===== config.mk =====
export PLATFORM = sky130hd
export DESIGN_NAME = sss_unit
export DESIGN_NICKNAME = d
export VERILOG_FILES = /design/src/hdl/sss_pkg.sv /design/src/hdl/sss_unit.sv
export SDC_FILE = /design/constraint.sdc
export NUM_CORES = 2
export LEC_CHECK = 0
export BUFFER_PORTS_ARGS = -buffer_cell sky130_fd_sc_hd__buf_2
export CORE_ASPECT_RATIO = 1.25
export CORE_MARGIN = 2
export CORE_UTILIZATION = 25
export DETAILED_ROUTE_END_ITERATION = 16
export PLACE_DENSITY_LB_ADDON = 0.05
export SYNTH_ARGS = -nofsm -noshare
export SYNTH_HDL_FRONTEND = slang
export SYNTH_SLANG_ARGS = --single-unit

===== constraint.sdc =====
create_clock -name clk -period 17.2 [get_ports clk]
set_clock_uncertainty 0.05 [all_clocks]
set_input_delay 3.44 -clock clk [delete_from_list [all_inputs] [get_ports clk]]
set_output_delay 3.44 -clock clk [all_outputs]
set_load 0.03 [all_outputs]

===== src/hdl/sss_pkg.sv =====
// ----------------------------------------------------------------------------
// sss_pkg
// Types, constants and helpers shared by the series statistics block.
// ----------------------------------------------------------------------------
package sss_pkg;

    localparam int unsigned SAMPLE_BITS = 16;
    localparam int unsigned FRAC_BITS   = 8;
    localparam int unsigned MAX_SAMPLES = 1048576;
    localparam int unsigned COUNT_BITS  = 21;
    localparam int unsigned POS_BITS    = 20;
    localparam int unsigned SUM_BITS    = 36;
    localparam int unsigned SUMSQ_BITS  = 52;
    localparam int unsigned BW_BITS     = 24;
    localparam int unsigned WIDE_BITS   = 128;
    localparam int unsigned STEP_BITS   = 7;
    localparam logic [BW_BITS-1:0] BW_RESET = 24'd14000;
    localparam logic [6:0] UTIL_SCALE = 7'd100;

    typedef logic [WIDE_BITS-1:0] wide_t;

    typedef enum logic [1:0]
    {
        OP_MUL  = 2'd0,
        OP_DIV  = 2'd1,
        OP_SQRT = 2'd2
    } op_t;

    typedef struct packed
    {
        logic [SAMPLE_BITS-1:0] sample;
        logic                   last;
    } in_item_t;

    typedef struct packed
    {
        logic [20:0] sample_count;
        logic [15:0] min_value;
        logic [19:0] min_index;
        logic [15:0] max_value;
        logic [19:0] max_index;
        logic [35:0] total;
        logic [23:0] mean;
        logic [47:0] variance;
        logic [23:0] std_dev;
        logic [31:0] coeff_variation;
        logic [24:0] high_estimate;
        logic [23:0] high_util_percent;
    } out_item_t;

    // saturate a wide value to w bits, w below 64
    function automatic logic [63:0] sat_w(wide_t v, int unsigned w);
        logic [63:0] mask;
        mask = (64'd1 << w) - 64'd1;
        if ((v >> w) != '0)
            return mask;
        return v[63:0];
    endfunction

endpackage


===== src/hdl/sss_unit.sv =====
// ----------------------------------------------------------------------------
// sss_unit
// Shared iterative unit: shift-add multiply, restoring divide, square root.
// ----------------------------------------------------------------------------
module sss_unit
(
    input  logic               clk,
    input  logic               rst_n,
    input  logic               start,
    input  sss_pkg::op_t       op,
    input  sss_pkg::wide_t     a,
    input  sss_pkg::wide_t     b,
    output logic               done,
    output sss_pkg::wide_t     result
);

    localparam sss_pkg::wide_t SQRT_BIT_INIT = sss_pkg::wide_t'(1) << (sss_pkg::WIDE_BITS - 2);
    localparam logic [sss_pkg::STEP_BITS-1:0] LONG_STEPS = '1;
    localparam logic [sss_pkg::STEP_BITS-1:0] SQRT_STEPS = 7'(sss_pkg::WIDE_BITS / 2 - 1);

    logic                            busy_reg, busy_next;
    logic                            done_reg, done_next;
    logic [sss_pkg::STEP_BITS-1:0]   cnt_reg, cnt_next;
    sss_pkg::op_t                    op_reg;
    sss_pkg::wide_t                  x_reg, x_next;
    sss_pkg::wide_t                  y_reg, y_next;
    sss_pkg::wide_t                  acc_reg, acc_next;
    sss_pkg::wide_t                  rem;
    sss_pkg::wide_t                  trial;

    always_comb
    begin
        x_next   = x_reg;
        y_next   = y_reg;
        acc_next = acc_reg;
        rem      = {acc_reg[sss_pkg::WIDE_BITS-2:0], x_reg[sss_pkg::WIDE_BITS-1]};
        trial    = acc_reg + y_reg;
        unique case (op_reg)
            sss_pkg::OP_MUL:
            begin
                if (y_reg[0])
                    acc_next = acc_reg + x_reg;
                x_next = x_reg << 1;
                y_next = y_reg >> 1;
            end
            sss_pkg::OP_DIV:
            begin
                x_next = x_reg << 1;
                if (rem >= y_reg)
                begin
                    acc_next  = rem - y_reg;
                    x_next[0] = 1'b1;
                end
                else
                    acc_next = rem;
            end
            sss_pkg::OP_SQRT:
            begin
                if (x_reg >= trial)
                begin
                    x_next   = x_reg - trial;
                    acc_next = (acc_reg >> 1) + y_reg;
                end
                else
                    acc_next = acc_reg >> 1;
                y_next = y_reg >> 2;
            end
            default:
            begin
                acc_next = acc_reg;
            end
        endcase
    end

    always_comb
    begin
        busy_next = busy_reg;
        cnt_next  = cnt_reg;
        done_next = 1'b0;
        if (start)
        begin
            busy_next = 1'b1;
            cnt_next  = (op == sss_pkg::OP_SQRT) ? SQRT_STEPS : LONG_STEPS;
        end
        else if (busy_reg)
        begin
            cnt_next = cnt_reg - 1'b1;
            if (cnt_reg == '0)
            begin
                busy_next = 1'b0;
                done_next = 1'b1;
            end
        end
    end

    always_ff @(posedge clk or negedge rst_n)
    begin
        if (!rst_n)
        begin
            busy_reg <= 1'b0;
            done_reg <= 1'b0;
            cnt_reg  <= '0;
            op_reg   <= sss_pkg::OP_MUL;
        end
        else
        begin
            busy_reg <= busy_next;
            done_reg <= done_next;
            cnt_reg  <= cnt_next;
            if (start)
                op_reg <= op;
        end
    end

    always_ff @(posedge clk)
    begin
        if (start)
        begin
            x_reg   <= a;
            y_reg   <= (op == sss_pkg::OP_SQRT) ? SQRT_BIT_INIT : b;
            acc_reg <= '0;
        end
        else if (busy_reg)
        begin
            x_reg   <= x_next;
            y_reg   <= y_next;
            acc_reg <= acc_next;
        end
    end

    assign done   = done_reg;
    assign result = (op_reg == sss_pkg::OP_DIV) ? x_reg : acc_reg;

endmodule


After elaboration in Yosys (flattened, before gate mapping):

Index checks and enable logic that the tools add are counted.

* add/sub/neg operators: 6
* $lt $le $gt $ge: 2
* equal/unequal tests: 5
* muxes and demuxes: 23
* reductions and logical operators: 9

Operators by type and width (count)
* two-way mux 128 bit: 10
* one-hot mux 128 bit (3 select lines): 2
* adder 128 bit: 2
* >= comparator 128 bit: 2
* one-hot mux 128 bit (2 select lines): 1
* subtractor 128 bit: 2
* adder 127 x 128 -> 128 bit: 1
* two-way mux 7 bit: 3
* logical NOT 7 bit: 1
* two-way mux 1 bit: 7
* subtractor 7 x 1 -> 7 bit, second input constant: 1
* AND reduction 3 bit: 2
* nonzero test 3 bit: 2
* == test 2 bit, second input constant: 2
* nonzero test 4 bit: 1
* inequality test 3 bit, second input constant: 1
* == test 2 x 1 -> 1 bit, second input constant: 1
* logical NOT 2 bit: 1
* inequality test 2 bit, second input constant: 1
* AND reduction 2 bit: 1
* nonzero test 2 bit: 1

* flip-flop bits (word level): 395
* input bits: 261
* output and inout bits: 129
* word-level logic and storage cells: 52

Longest topological paths before layout:

* word-level depth: 6
* mapped depth: 35
* depth with buffers taken out: 32

Worst setup path after synthesis:

Ideal clock, no wire load.

* path kind: flip-flop to flip-flop
* from: register y_reg[0]
* to: register x_reg[0], enable pin
* library setup time: 0.792 ns
* arrival: 14.745 ns
* required time: 16.358 ns
* slack: 1.613 ns
* stages on the path, launching flop included: 31
* path buffers: 2
* clock period less this slack: 15.587 ns
* cells stage by stage: edfxtp_1 > ha_1 > inv_1 > fa_1 > nand2b_1 > a21oi_1 > o211a_1 > or3_1 > a41oi_1 > o21a_1 > o31ai_1 > a31o_1 > or2_1 > a31oi_1 > a21oi_1 > nor2_1 > o21ai_0 > xnor2_1 > ha_1 > clkbuf_1 > nand2_1 > nor2_1 > nand4_1 > nor2_1 > o21ai_0 > o211ai_1 > a41oi_1 > nor2_2 > nor2_2 > buf_2 > o21ai_0

* word-level cells in the longest chain between the ends: 4

RTL lines
* start, declared: RTL line sss_unit.sv:26 `sss_pkg::wide_t y_reg, y_next;`
* start signal, assigned: RTL line sss_unit.sv:120 `y_reg <= (op == sss_pkg::OP_SQRT) ? SQRT_BIT_INIT : b;`
* start signal, assigned: RTL line sss_unit.sv:126 `y_reg <= y_next;`
* adder 128 bit: RTL line sss_unit.sv:37 `trial = acc_reg + y_reg;`
* >= comparator 128 bit: RTL line sss_unit.sv:59 `if (x_reg >= trial)`
* inequality test 3 bit (no source line)
* AND reduction 3 bit (no source line)
* end signal, assigned: RTL line sss_unit.sv:125 `x_reg <= x_next;`
* end, declared: RTL line sss_unit.sv:25 `sss_pkg::wide_t x_reg, x_next;`

Every way passes these cells.
A chain may end at the register's enable or synchronous reset.

Worst setup path after layout:

* from: register acc_reg[0]
* to: register x_reg[49], enable pin

* word-level cells in the longest chain between the ends: 4

RTL lines
* start, declared: RTL line sss_unit.sv:27 `sss_pkg::wide_t acc_reg, acc_next;`
* start signal, assigned: RTL line sss_unit.sv:127 `acc_reg <= acc_next;`
* adder 128 bit: RTL line sss_unit.sv:37
* >= comparator 128 bit: RTL line sss_unit.sv:59
* inequality test 3 bit (no source line)
* AND reduction 3 bit (no source line)

Every way passes these cells.

==> reports/summary.txt <==
Routed WL = 387,300 microns
Setup violations, final = 0
CTS root buf = clkbuf_16
CTS Hold Bufs = 0
YS warnings = 0
initial core utilization = 0.2509
synthesis-stage register bit count = 395
H-tree lvl count = 2
Residual DRC = 0
status = complete, but fails checks
cell count after synthesis = 8,783
max_cap viols = 1
Synth area leader = ha_1
largest net degree at the start of global routing = 131
RSZ-0062 raised after global routing = no
commonest cells in the netlist = a21oi_1, nand2_1, o21ai_0, ha_1, nor2_1
Post-Syn Nets = 9,692
Power Total = 17.46 mW
DP HPWL = 317,300 microns
layout cells sized above 1 = 0.1022
async set-reset flop share out of synthesis = 0.02785
VDD IR max = 0.1907 mV
Crit Path Max Fanout = 43
grt ovf = 0
initial DRC count = 5,972
r2r setup slk = 5.06 ns
top cell type's share of synthesized area = 0.1251
worst-margin pin slew = 1.484 ns
failing checks = capacitance limit
P_leak = 29.93 nW
part of the cycle the worst path needs = 0.7057
PostCTS Resize Cnt = 0
Total GRT Usage = 0.2843
Most used DFF post-synth = edfxtp_1
cell with the most instances after synthesis = a21oi_1
most used cell, CP = buf_4
Core Region = 0.2563 sq mm
Hold Path Class = reg2reg
total CTS buffers = 60
post-route ant nets = 0
Post CTS Setup Buffer Count = 0
routed via count = 70,470
final-report hold violation count = 0
Worst-path clk slew = 0.06 ns
CTS Sinks = 395
CP Launch Type = flip-flop
Post-synth EDFFs = 256
Rows = 208
worst skew pair latency = 0.76 ns
critical path's largest stage delay = 1.09 ns
sequential fraction of the synthesis area = 0.1636
Cell Area, Synth = 0.06433 sq mm
Slew Limit Fails = 0
Setup TNS Final = 0 ns
Hold WS = 0.4802 ns
minimum clock period = 12.14 ns
vias in the first global route = 71,060
Req. time, crit path = 17.52 ns
Netlist cell types = 114
Die Width = 457.7 microns
Worst slew margin = 0.01045
Layout Nets = 9,763
CP max stage cell = o31ai_1
Pre-Repair DR Iteration Count = 6
Routed WL per cell = 31.56 microns
I/O Pins = 390
Final Wtd Congestion = 0.9793
Area Overhead vs Synth = 11.72%
ranking of synthesized cells by area = ha_1, edfxtp_1, a21oi_1
CTS Buffer Depth = 3
Die ar. = 0.2614 sq mm
first-pass GRT wire length = 540,900 microns
Setup CP Type = reg2reg
Worst setup EP type = flip-flop
DIE HEIGHT = 571.1 microns
Port Buffers = 389
Arrival @ worst endpoint = 12.46 ns
detail-routed via count per cell = 5.744
mean post-synth cell area = 7.324 sq um
P per Cell Area = 243.0 mW/mm^2
fmax = 82.38 MHz
initial antenna violation count = 12
CTS tree = built
per-layer routing:
metal	routed length (microns)	global-route usage	part of all wire	up-vias
li1	-	-	-	32980
met3	14790	0.02584	0.038	551
met4	19680	0.1263	0.051	6
met1	163100	0.3473	0.42	34830
met2	189700	0.5043	0.49	2111
met5	46	0	0.00012	-
per-stage QoR:
stage	setup WS, ns	util	cell area [sq um]	std cells
after floorplan	1.613	-	64330	8783
after global placement	5.277	0.2723	69800	12150
after detailed placement	5.193	0.2724	69820	12150
after CTS	5.111	0.2803	71850	12260
after global routing	4.629	0.2803	71860	12270
final	5.062	0.2804	71870	12270
power breakdown:
part | internal, mW | switching, mW
clock network | 0.804 | 0.597
logic | 4.73 | 9.35
registers | 1.35 | 0.636
cell usage in the layout, fill, tap and decap left out, types with 220 or more instances in the layout:
cell type,count
mux2i_1,246
o21ai_0,748
inv_1,412
a21oi_1,1109
xnor2_1,372
edfxtp_1,256
nand2_1,915
a21o_1,343
ha_1,640
buf_2,389
xor2_1,220
nand4_1,280
nor2_1,528
final cells by class:
| type | count | area (sq um) |
|---|---|---|
| Timing Repair Buffer | 552 | 3232 |
| Antenna cell | 7 | 17.52 |
| Fill cell | 28460 | 184500 |
| Inverter | 415 | 1560 |
| Clock inverter | 30 | 411.6 |
| Sequential cell | 395 | 10530 |
| Multi-Input combinational cell | 7430 | 50300 |
| Tap cell | 3360 | 4204 |
| Clock buffer | 81 | 1622 |
critical path: cells and delay by family, from the launching register on:
kind	cells	cell delay (ns)
AO/OA/AOI/OAI	13	5.73
adder cells (fa/ha/maj)	3	1.06
flip-flops	1	0.43
XOR/XNOR	1	0.11
AND/OR/NAND/NOR	10	2.30
buffers and inverters	5	1.83
final timing paths:
kind | depth (start not counted) | endpoint | start
hold reg to reg | 2 | cnt_reg[5] | cnt_reg[5]
hold / removal | 2 | cnt_reg[5] | cnt_reg[5]
max in group asynchronous | 1 | cnt_reg[5] | rst_n
min in group asynchronous | 1 | done | rst_n
setup reg to reg | 32 | x_reg[49] | acc_reg[0]
setup / recovery | 32 | x_reg[49] | acc_reg[0]
logic make-up after synthesis:
kind of cell / count (synthesis) / share of synthesized area
AOI/OAI and AO/OA: 3401 / 0.3331
and+or+nand+nor: 2388 / 0.1736
buffers and inverters: 958 / 0.05707
adders and majority gates: 648 / 0.1266
xor gates and xnor gates: 592 / 0.08060
muxes: 401 / 0.06541
DFF: 395 / 0.1636
Power figures use the tool's default switching activity.
